==> src/hw/rtl/dsnp_pkg.sv <==
// Shared types, character codes and constant helpers for the decimal number parser.
package dsnp_pkg;

  localparam logic [7:0] CHAR_TAB     = 8'h09;
  localparam logic [7:0] CHAR_CR      = 8'h0D;
  localparam logic [7:0] CHAR_SPACE   = 8'h20;
  localparam logic [7:0] CHAR_PLUS    = 8'h2B;
  localparam logic [7:0] CHAR_MINUS   = 8'h2D;
  localparam logic [7:0] CHAR_POINT   = 8'h2E;
  localparam logic [7:0] CHAR_ZERO    = 8'h30;
  localparam logic [7:0] CHAR_NINE    = 8'h39;
  localparam logic [7:0] CHAR_UPPER_E = 8'h45;
  localparam logic [7:0] CHAR_LOWER_E = 8'h65;

  localparam int unsigned SigWidth = 60;
  localparam int unsigned ExpWidth = 16;

  typedef struct packed {
    logic                       negative;
    logic [SigWidth-1:0]        significand;
    logic signed [ExpWidth-1:0] decimal_exponent;
    logic                       inexact;
  } result_t;

  // Ten to the power n, evaluated at elaboration for the accumulator limit.
  function automatic logic [SigWidth-1:0] pow10(input int n);
    logic [SigWidth-1:0] p;
    p = SigWidth'(1);
    for (int i = 0; i < n; i++) begin
      p = SigWidth'(p * SigWidth'(10));
    end
    return p;
  endfunction

endpackage

==> src/hw/rtl/dsnp_parser.sv <==
// Per-character parse state machine and result register of the decimal number parser.
module dsnp_parser
  import dsnp_pkg::*;
#(
  parameter int MAX_SIG_DIGITS    = 18,
  parameter int MAX_EXP_MAGNITUDE = 9999
) (
  input  logic       clk_i,
  input  logic       rst_ni,
  input  logic       take_i,
  input  logic [7:0] character_i,
  input  logic       last_i,
  output result_t    result_o
);

  typedef enum logic [2:0] {
    PH_LEAD  = 3'd0,
    PH_INT   = 3'd1,
    PH_FRAC  = 3'd2,
    PH_MDONE = 3'd3,
    PH_EWS   = 3'd4,
    PH_EINT  = 3'd5,
    PH_EDONE = 3'd6
  } phase_e;

  localparam logic [SigWidth-1:0] AccLimit = pow10(MAX_SIG_DIGITS - 1);
  localparam logic [13:0]         ExpMax   = 14'(MAX_EXP_MAGNITUDE);
  localparam logic [15:0]         CountMax = 16'hFFFF;

  phase_e              phase_q, phase_d;
  logic                mant_neg_q, mant_neg_d;
  logic [SigWidth-1:0] acc_q, acc_d;
  logic [15:0]         frac_cnt_q, frac_cnt_d;
  logic [15:0]         drop_cnt_q, drop_cnt_d;
  logic                exp_neg_q, exp_neg_d;
  logic [13:0]         exp_mag_q, exp_mag_d;
  logic                lost_q, lost_d;
  result_t             result_q, result_d;

  logic        is_space, is_digit, is_sign, is_e, is_point;
  logic [3:0]  digit;
  logic        mant_digit, mant_frac, exp_digit;
  logic [17:0] exp_mul;
  logic signed [17:0] exp_sum;

  assign is_space = (character_i == CHAR_SPACE) ||
                    ((character_i >= CHAR_TAB) && (character_i <= CHAR_CR));
  assign is_digit = (character_i >= CHAR_ZERO) && (character_i <= CHAR_NINE);
  assign is_sign  = (character_i == CHAR_MINUS) || (character_i == CHAR_PLUS);
  assign is_e     = (character_i == CHAR_LOWER_E) || (character_i == CHAR_UPPER_E);
  assign is_point = (character_i == CHAR_POINT);
  // Digits sit at 0x30..0x39, so the low nibble is the digit value.
  assign digit    = is_digit ? character_i[3:0] : 4'd0;

  always_comb begin
    phase_d    = phase_q;
    mant_neg_d = mant_neg_q;
    exp_neg_d  = exp_neg_q;
    mant_digit = 1'b0;
    mant_frac  = 1'b0;
    exp_digit  = 1'b0;

    unique case (phase_q)
      PH_LEAD: begin
        if (!is_space) begin
          if (is_sign) begin
            mant_neg_d = (character_i == CHAR_MINUS);
            phase_d    = PH_INT;
          end else if (is_digit) begin
            mant_digit = 1'b1;
            phase_d    = PH_INT;
          end else if (is_point) begin
            phase_d = PH_FRAC;
          end else begin
            phase_d = is_e ? PH_EWS : PH_MDONE;
          end
        end
      end
      PH_INT: begin
        if (is_digit) begin
          mant_digit = 1'b1;
        end else if (is_point) begin
          phase_d = PH_FRAC;
        end else begin
          phase_d = is_e ? PH_EWS : PH_MDONE;
        end
      end
      PH_FRAC: begin
        if (is_digit) begin
          mant_digit = 1'b1;
          mant_frac  = 1'b1;
        end else begin
          phase_d = is_e ? PH_EWS : PH_MDONE;
        end
      end
      PH_MDONE: begin
        if (is_e) begin
          phase_d = PH_EWS;
        end
      end
      PH_EWS: begin
        if (!is_space) begin
          if (is_sign) begin
            exp_neg_d = (character_i == CHAR_MINUS);
            phase_d   = PH_EINT;
          end else if (is_digit) begin
            exp_digit = 1'b1;
            phase_d   = PH_EINT;
          end else begin
            phase_d = PH_EDONE;
          end
        end
      end
      PH_EINT: begin
        if (is_digit) begin
          exp_digit = 1'b1;
        end else begin
          phase_d = PH_EDONE;
        end
      end
      default: begin
        phase_d = PH_EDONE;
      end
    endcase
  end

  // Mantissa digit: kept while the accumulator has room, else counted if not fractional.
  always_comb begin
    acc_d      = acc_q;
    frac_cnt_d = frac_cnt_q;
    drop_cnt_d = drop_cnt_q;
    lost_d     = lost_q;
    exp_mag_d  = exp_mag_q;
    exp_mul    = 18'({4'd0, exp_mag_q} * 18'd10) + 18'(digit);

    if (mant_digit) begin
      if (acc_q < AccLimit) begin
        acc_d = (acc_q << 3) + (acc_q << 1) + SigWidth'(digit);
        if (mant_frac && (frac_cnt_q != CountMax)) begin
          frac_cnt_d = frac_cnt_q + 16'd1;
        end
      end else begin
        if (digit != 4'd0) begin
          lost_d = 1'b1;
        end
        if (!mant_frac && (drop_cnt_q != CountMax)) begin
          drop_cnt_d = drop_cnt_q + 16'd1;
        end
      end
    end

    if (exp_digit) begin
      if (exp_mul > 18'(MAX_EXP_MAGNITUDE)) begin
        exp_mag_d = ExpMax;
        lost_d    = 1'b1;
      end else begin
        exp_mag_d = exp_mul[13:0];
      end
    end
  end

  // Combined exponent from the updated state, saturated to the output width.
  always_comb begin
    exp_sum = $signed({2'b00, drop_cnt_d}) - $signed({2'b00, frac_cnt_d});
    if (exp_neg_d) begin
      exp_sum = exp_sum - $signed({4'd0, exp_mag_d});
    end else begin
      exp_sum = exp_sum + $signed({4'd0, exp_mag_d});
    end

    result_d.negative    = mant_neg_d;
    result_d.significand = acc_d;
    result_d.inexact     = lost_d;
    if (exp_sum > 18'sd32767) begin
      result_d.decimal_exponent = 16'sh7FFF;
      result_d.inexact          = 1'b1;
    end else if (exp_sum < -18'sd32768) begin
      result_d.decimal_exponent = 16'sh8000;
      result_d.inexact          = 1'b1;
    end else begin
      result_d.decimal_exponent = exp_sum[15:0];
    end
  end

  always_ff @(posedge clk_i or negedge rst_ni) begin
    if (!rst_ni) begin
      phase_q    <= PH_LEAD;
      mant_neg_q <= 1'b0;
      acc_q      <= '0;
      frac_cnt_q <= '0;
      drop_cnt_q <= '0;
      exp_neg_q  <= 1'b0;
      exp_mag_q  <= '0;
      lost_q     <= 1'b0;
      result_q   <= '0;
    end else if (take_i) begin
      if (last_i) begin
        phase_q    <= PH_LEAD;
        mant_neg_q <= 1'b0;
        acc_q      <= '0;
        frac_cnt_q <= '0;
        drop_cnt_q <= '0;
        exp_neg_q  <= 1'b0;
        exp_mag_q  <= '0;
        lost_q     <= 1'b0;
        result_q   <= result_d;
      end else begin
        phase_q    <= phase_d;
        mant_neg_q <= mant_neg_d;
        acc_q      <= acc_d;
        frac_cnt_q <= frac_cnt_d;
        drop_cnt_q <= drop_cnt_d;
        exp_neg_q  <= exp_neg_d;
        exp_mag_q  <= exp_mag_d;
        lost_q     <= lost_d;
      end
    end
  end

  assign result_o = result_q;

endmodule

==> src/hw/rtl/decimal_scientific_number_parser.sv <==
// Top level of the decimal scientific-notation parser with its handshake and output stage.
//
//   Channel  Direction  Handshake               Payload
//   in       input      in_valid_i / in_stall_o character_i, last_i
//   out      output     out_valid_o / out_stall_i negative_o, significand_o,
//                                               decimal_exponent_o, inexact_o
//
// One character is taken per cycle unless stalled. The character marked last produces one
// result transaction, which appears in the output register on the cycle after acceptance.
// The per-character work is a multiply-by-ten on the digit accumulator, one compare
// against the digit limit, and the exponent sum, all ahead of the result register.
// Reset is asynchronous and active low; it empties the output stage and restarts the parse.
// The input is stalled only while a finished result waits and downstream stalls it.
module decimal_scientific_number_parser
  import dsnp_pkg::*;
#(
  // Number of significand digits kept, from 1 to 18.
  parameter int MAX_SIG_DIGITS    = 18,
  // Exponent magnitude at which the written exponent saturates, from 9 to 16383.
  parameter int MAX_EXP_MAGNITUDE = 9999
) (
  input  logic                       clk_i,
  input  logic                       rst_ni,
  input  logic                       in_valid_i,
  output logic                       in_stall_o,
  input  logic [7:0]                 character_i,
  input  logic                       last_i,
  output logic                       out_valid_o,
  input  logic                       out_stall_i,
  output logic                       negative_o,
  output logic [SigWidth-1:0]        significand_o,
  output logic signed [ExpWidth-1:0] decimal_exponent_o,
  output logic                       inexact_o
);

  logic    take;
  logic    out_valid_q, out_valid_d;
  result_t result;

  // A new character may enter whenever the output register is empty or being drained.
  // Non-final characters could pass a full output stage too, but holding them keeps
  // the stall independent of the payload.
  assign in_stall_o = out_valid_q && out_stall_i;
  assign take       = in_valid_i && !in_stall_o;

  dsnp_parser #(
    .MAX_SIG_DIGITS   (MAX_SIG_DIGITS),
    .MAX_EXP_MAGNITUDE(MAX_EXP_MAGNITUDE)
  ) u_parser (
    .clk_i      (clk_i),
    .rst_ni     (rst_ni),
    .take_i     (take),
    .character_i(character_i),
    .last_i     (last_i),
    .result_o   (result)
  );

  // The output holds until taken; a final character refills it in the same cycle.
  always_comb begin
    out_valid_d = out_valid_q && out_stall_i;
    if (take && last_i) begin
      out_valid_d = 1'b1;
    end
  end

  always_ff @(posedge clk_i or negedge rst_ni) begin
    if (!rst_ni) begin
      out_valid_q <= 1'b0;
    end else begin
      out_valid_q <= out_valid_d;
    end
  end

  assign out_valid_o        = out_valid_q;
  assign negative_o         = result.negative;
  assign significand_o      = result.significand;
  assign decimal_exponent_o = result.decimal_exponent;
  assign inexact_o          = result.inexact;

endmodule

==> config.mk <==
export PLATFORM = sky130hd
export DESIGN_NAME = decimal_scientific_number_parser
export DESIGN_NICKNAME = d
export VERILOG_FILES = /design/src/hw/rtl/dsnp_pkg.sv /design/src/hw/rtl/dsnp_parser.sv /design/src/hw/rtl/decimal_scientific_number_parser.sv
export SDC_FILE = /design/constraint.sdc
export NUM_CORES = 1
export LEC_CHECK = 0
export ABC_AREA = 1
export BUFFER_PORTS_ARGS = -buffer_cell sky130_fd_sc_hd__buf_2
export CORE_AREA = 2 2 181 183
export CTS_CLUSTER_DIAMETER = 60
export DETAILED_ROUTE_END_ITERATION = 8
export DIE_AREA = 0 0 183 185
export GPL_ROUTABILITY_DRIVEN = 0
export PLACE_DENSITY = 0.7
export REMOVE_ABC_BUFFERS = 1
export SETUP_SLACK_MARGIN = 0.1
export SLEW_MARGIN = 20
export SYNTH_ARGS = -nofsm -noshare
export SYNTH_HDL_FRONTEND = slang
export SYNTH_SLANG_ARGS = --single-unit
==> constraint.sdc <==
create_clock -name clk_i -period 9 [get_ports clk_i]
set_clock_uncertainty 0.15 [all_clocks]
set_input_delay 0.9 -clock clk_i [delete_from_list [all_inputs] [get_ports clk_i]]
set_output_delay 0.9 -clock clk_i [all_outputs]
set_load 0.01 [all_outputs]
* Word-level counts from Yosys, hierarchy flattened
Index checks and enable logic that the tools add are counted.
Storage, ports and cells: register bits after elaboration 191, output and inout port bits 80
Operators by class: $mul 1, add/sub/neg operators 8, $lt $le $gt $ge 8, multiplexer cells 54, reduce and logical (&&, ||, !) cells 17, equality and inequality tests 19
Operator list (number):
- $mux 60 | 3
- $mux 16 | 9
- $add 60x4->60 | 1
- $add 60x60->60 | 1
- $lt 60x57->1 const B | 1
- $mux 14 | 3
- $mux 3 | 12
- $add 16x1->16 const B | 2
- $eq 8x6->1 const B | 4
- $ne 16x16->1 const B | 2
- $mux 1 | 20
- $add 18x15->18 | 1
- $add 18x4->18 | 1
- $gt 18x14->1 const B | 1
- $gt 18x16->1 const B | 1
- $lt 18x16->1 const B | 1
- $mux 18 | 1
- $pmux 3 s6 | 1
- $sub 18x15->18 | 1
- $mul 14x3->17 const B | 1
- $mux 17 | 1
- $sub 16x16->17 | 1
- $eq 8x7->1 const B | 2
- $ne 3x3->1 const B | 5
- 19 further kinds | 31

* Depth between registers and ports, before layout
depth after elaboration 15, depth in mapped cells 50, depth with buffers taken out 49

* Modules after synthesis
From an unflattened synthesis, not the netlist that was laid out.
Unflattened totals: cells, all modules 2351, area total of the unflattened synthesis 16681.0 µm²
By module, submodules not included:
- dsnp_parser | cells an instance 2344, instances 1, area an instance 16628.4 µm²
- decimal_scientific_number_parser | cells an instance 7, instances 1, area an instance 52.6 µm²

* Worst setup path after synthesis
No wires, ideal clock.
kind input -> register, start point input character_i[6], end point register u_parser.result_q (netlist bit u_parser.result_o[10]), data arrival time 6266 ps, stages on the path 44, path buffers 1, setup time 117 ps, setup slack 2467 ps, cell sequence inv_1 -> nand2_1 -> nor2_4 -> nand2_1 -> nor2_1 -> ha_1 -> ha_1 -> inv_1 -> nand2_1 -> nand3_1 -> nand2_1 -> nand3_2 -> nor2_4 -> nand2_1 -> nand2_1 -> nand3_1 -> o211ai_4 -> nand2_2 -> (+8 left out) -> a21oi_1 -> o21bai_1 -> nand3_1 -> nor2_1 -> nor2_1 -> o21ai_0 -> a21boi_0 -> inv_1 -> a21oi_1 -> nor2_1 -> nor2_1 -> xor2_1 -> or2_2 -> nand2_4 -> buf_6 -> nand2_1 -> nand2_1 -> nand2_1
On the way: cells in the longest elaborated chain, start to end 15
Ends and longest elaborated chain:
- start, declared | line decimal_scientific_number_parser.sv:26 | input logic [7:0] character_i,
- branches (longest 11 deep; another with $add 18x4->18)
- $mux 18 (*) | line dsnp_parser.sv:165 | if (exp_neg_d) begin
- $lt 18x16->1 | line dsnp_parser.sv:177 | end else if (exp_sum < -18'sd32768) begin
- $mux 16 | line dsnp_parser.sv:177
- $mux 17 (*) | line dsnp_parser.sv:174 | if (exp_sum > 18'sd32767) begin
- end signal, assigned | line dsnp_parser.sv:206 | result_q <= result_d;
- end, declared | line dsnp_parser.sv:38 | result_t result_q, result_d;
Every way passes the cells marked *. A chain may end at the register's enable or synchronous reset.

* Worst setup path after layout
start point register u_parser.acc_q[43], end point register u_parser.result_q (netlist bit u_parser.result_o[0])
On the way: cells in the longest elaborated chain, start to end 9
Ends and longest elaborated chain:
- start, declared | line dsnp_parser.sv:32 | logic [SigWidth-1:0] acc_q, acc_d;
- start signal, assigned | line dsnp_parser.sv:189 | acc_q <= '0;
- start signal, assigned | line dsnp_parser.sv:200 | acc_q <= '0;
- start signal, assigned | line dsnp_parser.sv:210 | acc_q <= acc_d;
- $lt 60x57->1 (*) | line dsnp_parser.sv:137 | if (acc_q < AccLimit) begin
- $mux 16 | line dsnp_parser.sv:137
- $mux 16 | line dsnp_parser.sv:136 | if (mant_digit) begin
- $sub 16x16->17 | line dsnp_parser.sv:164 | exp_sum = $signed({2'b00, drop_cnt_d}) - $signed({2'b00, frac_cnt_d});
- $add 18x15->18 / $sub 18x15->18 (equally long branches) | line dsnp_parser.sv:168, dsnp_parser.sv:166
- $mux 18 | line dsnp_parser.sv:165
- $lt 18x16->1 | line dsnp_parser.sv:177
- $mux 1 | line dsnp_parser.sv:177
- $mux 17 (*) | line dsnp_parser.sv:174
Every way passes the cells marked *; elsewhere a longest branch is shown, timed or not.

==> run summary <==
* 4 — CTS H-Tree Depth
* u_parser.result_o[65] — min-delay src
* 0 — Hold Violations, Final
* 9.68 nW — leakage power figure
* flop — kind of end point of the critical path
* 5.48 — ratio of routed vias to standard cells
* 0 — hold-fix buffers at CTS
* 7.08 um2 — synthesized area divided by synthesized cell count
* 191 — flops & latches, synth
* nand2_1 (565), inv_1 (321), o21ai_0 (202), dfrtp_1 (191), ha_1 (176) — top cells by instance count after synthesis
* 7.46 ns — min Tclk post-route
* 0.0175 mm2 — area of placed instances
* 113 — maximum number of pins on one net before global-route repair
* 0 — Yosys warnings
* u_parser.acc_q[43] — timing startpoint of the critical path
* simple AND/OR/NAND/NOR gates — category of cells accounting for the largest share of critical-path delay
* 185 um — vertical die dimension
* u_parser.result_o[65] — endpoint of the worst hold-timing path
* 100% — share of async-settable or async-resettable flops after synthesis
* 17 — number of buffers inserted during clock tree synthesis
* 2351 — number of standard cells after synthesis
* dfrtp_1 — Main synth FF type
* 0.0339 mm2 — floorplan die area
* 43.4 mm — aggregate routed wire length
* 0.47 ns — source-to-sink clock delay at the later pin of the worst-skew pair
* 92 — IO Port Bufs
* o211ai_1 — slowest stage cell on the critical path
* clkbuf_16 — Root Buffer Master
* 0.09 ns — post-CTS clock slew at the launch and capture registers of the worst setup and hold paths
* 38 — reg2reg path depth
* 9.32% — share of cells above drive strength 1
* 7.67 ns — arrival time of the worst setup path
* built — clock tree from TritonCTS
* 0 — number of enable-type register cells in the synthesized netlist
* 2 — Hold Path Stages
* 58 — distinct cell type count after synthesis
* no — RSZ-0062 raised after global routing
* u_parser.result_o[0] — capturing point of the worst reg2reg path
* 0 — count of unresolved DRC violations after routing
* 66 — cell row count
* 0 — count of max-cap constraint violations
* 0 — global route overflow
* 1.54 ns — setup slack on the worst flop-to-flop path
* complete, no violations — result of the run
* 1.04 ns — Worst-Margin Slew
* flop — Critical Path Source Type
* 82.9% — period utilization
* 0.55 ns — Crit path largest cell delay
* 0 — fin. max-slew vios
* 191 — number of clock sinks seen by CTS
* 0.0320 mm2 — Core Footprint
* 52.0% — effective utilization at floorplan
* dfrtp_1 — library cell occupying the most area in the post-synthesis netlist
* 183 um — Die X-Extent
* nand2_1 — cell with the most instances after synthesis
* 0 — count of nets left with antenna violations after detail routing
* 0 — antenna diode count
* 32.8 mm — detailed placement HPWL
* 16 — Max FO, Critical Path
* reg -> reg — critical path class
* 15058 — vias in the first global route
* 28.7% — register area share after synthesis
* 2605 — nets
* 72.5 mm — first-pass GRT wire length
* 9.21 ns — data required time of the worst path
* dfrtp_1 (29%), ha_1 (13%), nand2_1 (13%) — main area contributors after synthesis
* reg -> reg — path type of the worst min-delay path
* 0.0181 mm2 — Final Instance Area
* 0.0166 mm2 — mapped cell area
* 28.7% — share of the synthesized area in the top cell type
* 172 mW/mm2 — power density over the cells
* 0 — total of endpoints with negative setup slack in the final report
* 15538 — via total after detailed routing
* 30.4% — Max-Slew Margin vs Limit
* 134 MHz — FMAX
* 0 — # Post-CTS Setup Buffers
* 988 — first-iteration detailed-routing DRC count
* 26.3% — overall track demand over capacity in global routing
* 2 — CTS max path bufs
* 0 — number of antenna violations at the first check in global routing
* 8.45% — area growth from synthesis to final layout
* 261 uV — largest voltage drop on the vdd net
* 6 — CP bufs+invs
* 93 — top-level I/O count
* 0 ns — summed negative setup slack over all endpoints
* 0 — number of instances resized during post-cts repair
* 15.3 um — average wire per cell in the routed design
* u_parser.acc_q[43] — reg-to-reg critical path startpoint
* 5 — Initial DRT Pass Iterations
[registers in the layout (all words and copies together) (netlist names), 3 cells and up]
register             flops
u_parser.acc_q          60
u_parser.drop_cnt_q     16
u_parser.exp_mag_q      14
u_parser.frac_cnt_q     16
u_parser.phase_q         3
u_parser.result_o       78
[per-stage QoR]
stage | hold slack [ns] | instances | setup slack, ns | util (%) | total power, mW
after detailed placement | 0.314 | 2801 | 1.59 | 54.5 | 2.33
after global routing | 0.357 | 2833 | 0.893 | 56.4 | 3.35
after global placement | 0.308 | 2801 | 1.80 | 54.5 | 2.30
after floorplan | 0.304 | 2293 | 1.33 | - | 1.98
final | 0.330 | 2833 | 1.54 | 56.4 | 3.10
after CTS | 0.336 | 2833 | 1.61 | 56.3 | 3.12
[cells in the final DEF, fill, tap and decap left out, types with 6 or more instances in the layout]
cell type,instances
dfrtp_1,191
or2_2,9
o21ai_1,7
nor2_2,8
nor2_1,160
clkbuf_16,17
a31oi_1,25
buf_4,7
ha_1,176
a21oi_1,141
inv_2,20
o22ai_1,63
nand3_1,95
inv_6,6
o21bai_1,11
nor2_4,9
o21ai_0,202
nand2_2,23
o21a_1,8
nand2_1,564
xnor2_1,33
inv_1,319
nand4_1,30
buf_2,91
o221ai_1,6
xor2_1,92
nor4_1,9
nor3_1,23
nand3_2,7
[worst max-delay path by stage]
stage	endpoint	slack, ns	depth (start not counted)
2_1_floorplan	u_parser.result_o[0]	1.33	33
3_3_place_gp	u_parser.result_o[0]	1.80	44
3_5_place_dp	u_parser.result_o[14]	1.59	41
4_1_cts	u_parser.result_o[14]	1.61	38
5_1_grt	u_parser.result_o[13]	0.89	38
6_report	u_parser.result_o[0]	1.54	38
[final cells by class]
class                      count  area (um2)
clock inverter                15         161
inverter                     344        1290
multi-input combinational   1758       10400
clock buffer                  17         425
fill                        3109       14000
tap                          408         510
timing repair buffer         100         533
sequential                   191        4780
[routing by layer]
metal | GRT usage (%) | vias to the layer above | wire length, um
li1 | - | 7903 | -
met1 | 33.7 | 7157 | 19500
met2 | 44.9 | 402 | 20600
met3 | 3.60 | 76 | 2020
met4 | 10.6 | 0 | 1340
met5 | 0 | - | 0
[where the power goes]
group / switching [mW] / internal (mW)
Combinational: 0.822 / 0.462
Sequential: 0.0799 / 0.954
Clock: 0.411 / 0.374
[worst register-to-register path, delay by kind of cell, from the launching register on]
kind                       cells  cell delay, ns
AOI/OAI and AO/OA              9            1.97
adders and majority gates      2            0.64
DFF                            1            0.47
and+or+nand+nor               18            2.89
xor gates and xnor gates       3            0.64
buffers and inverters          6            0.59
[cell families (layout without fill, tap and decap cells)]
| family | count (synthesis) | count (layout) | share of synthesized area, % |
|---|---|---|---|
| buffers and inverters | 402 | 476 | 9.19 |
| AOI/OAI and AO/OA | 501 | 501 | 17.0 |
| xor gates and xnor gates | 125 | 125 | 6.58 |
| and+or+nand+nor | 952 | 952 | 24.8 |
| DFF | 191 | 191 | 28.7 |
| adders and majority gates | 180 | 180 | 13.7 |
(Power assumes the default switching activity.)
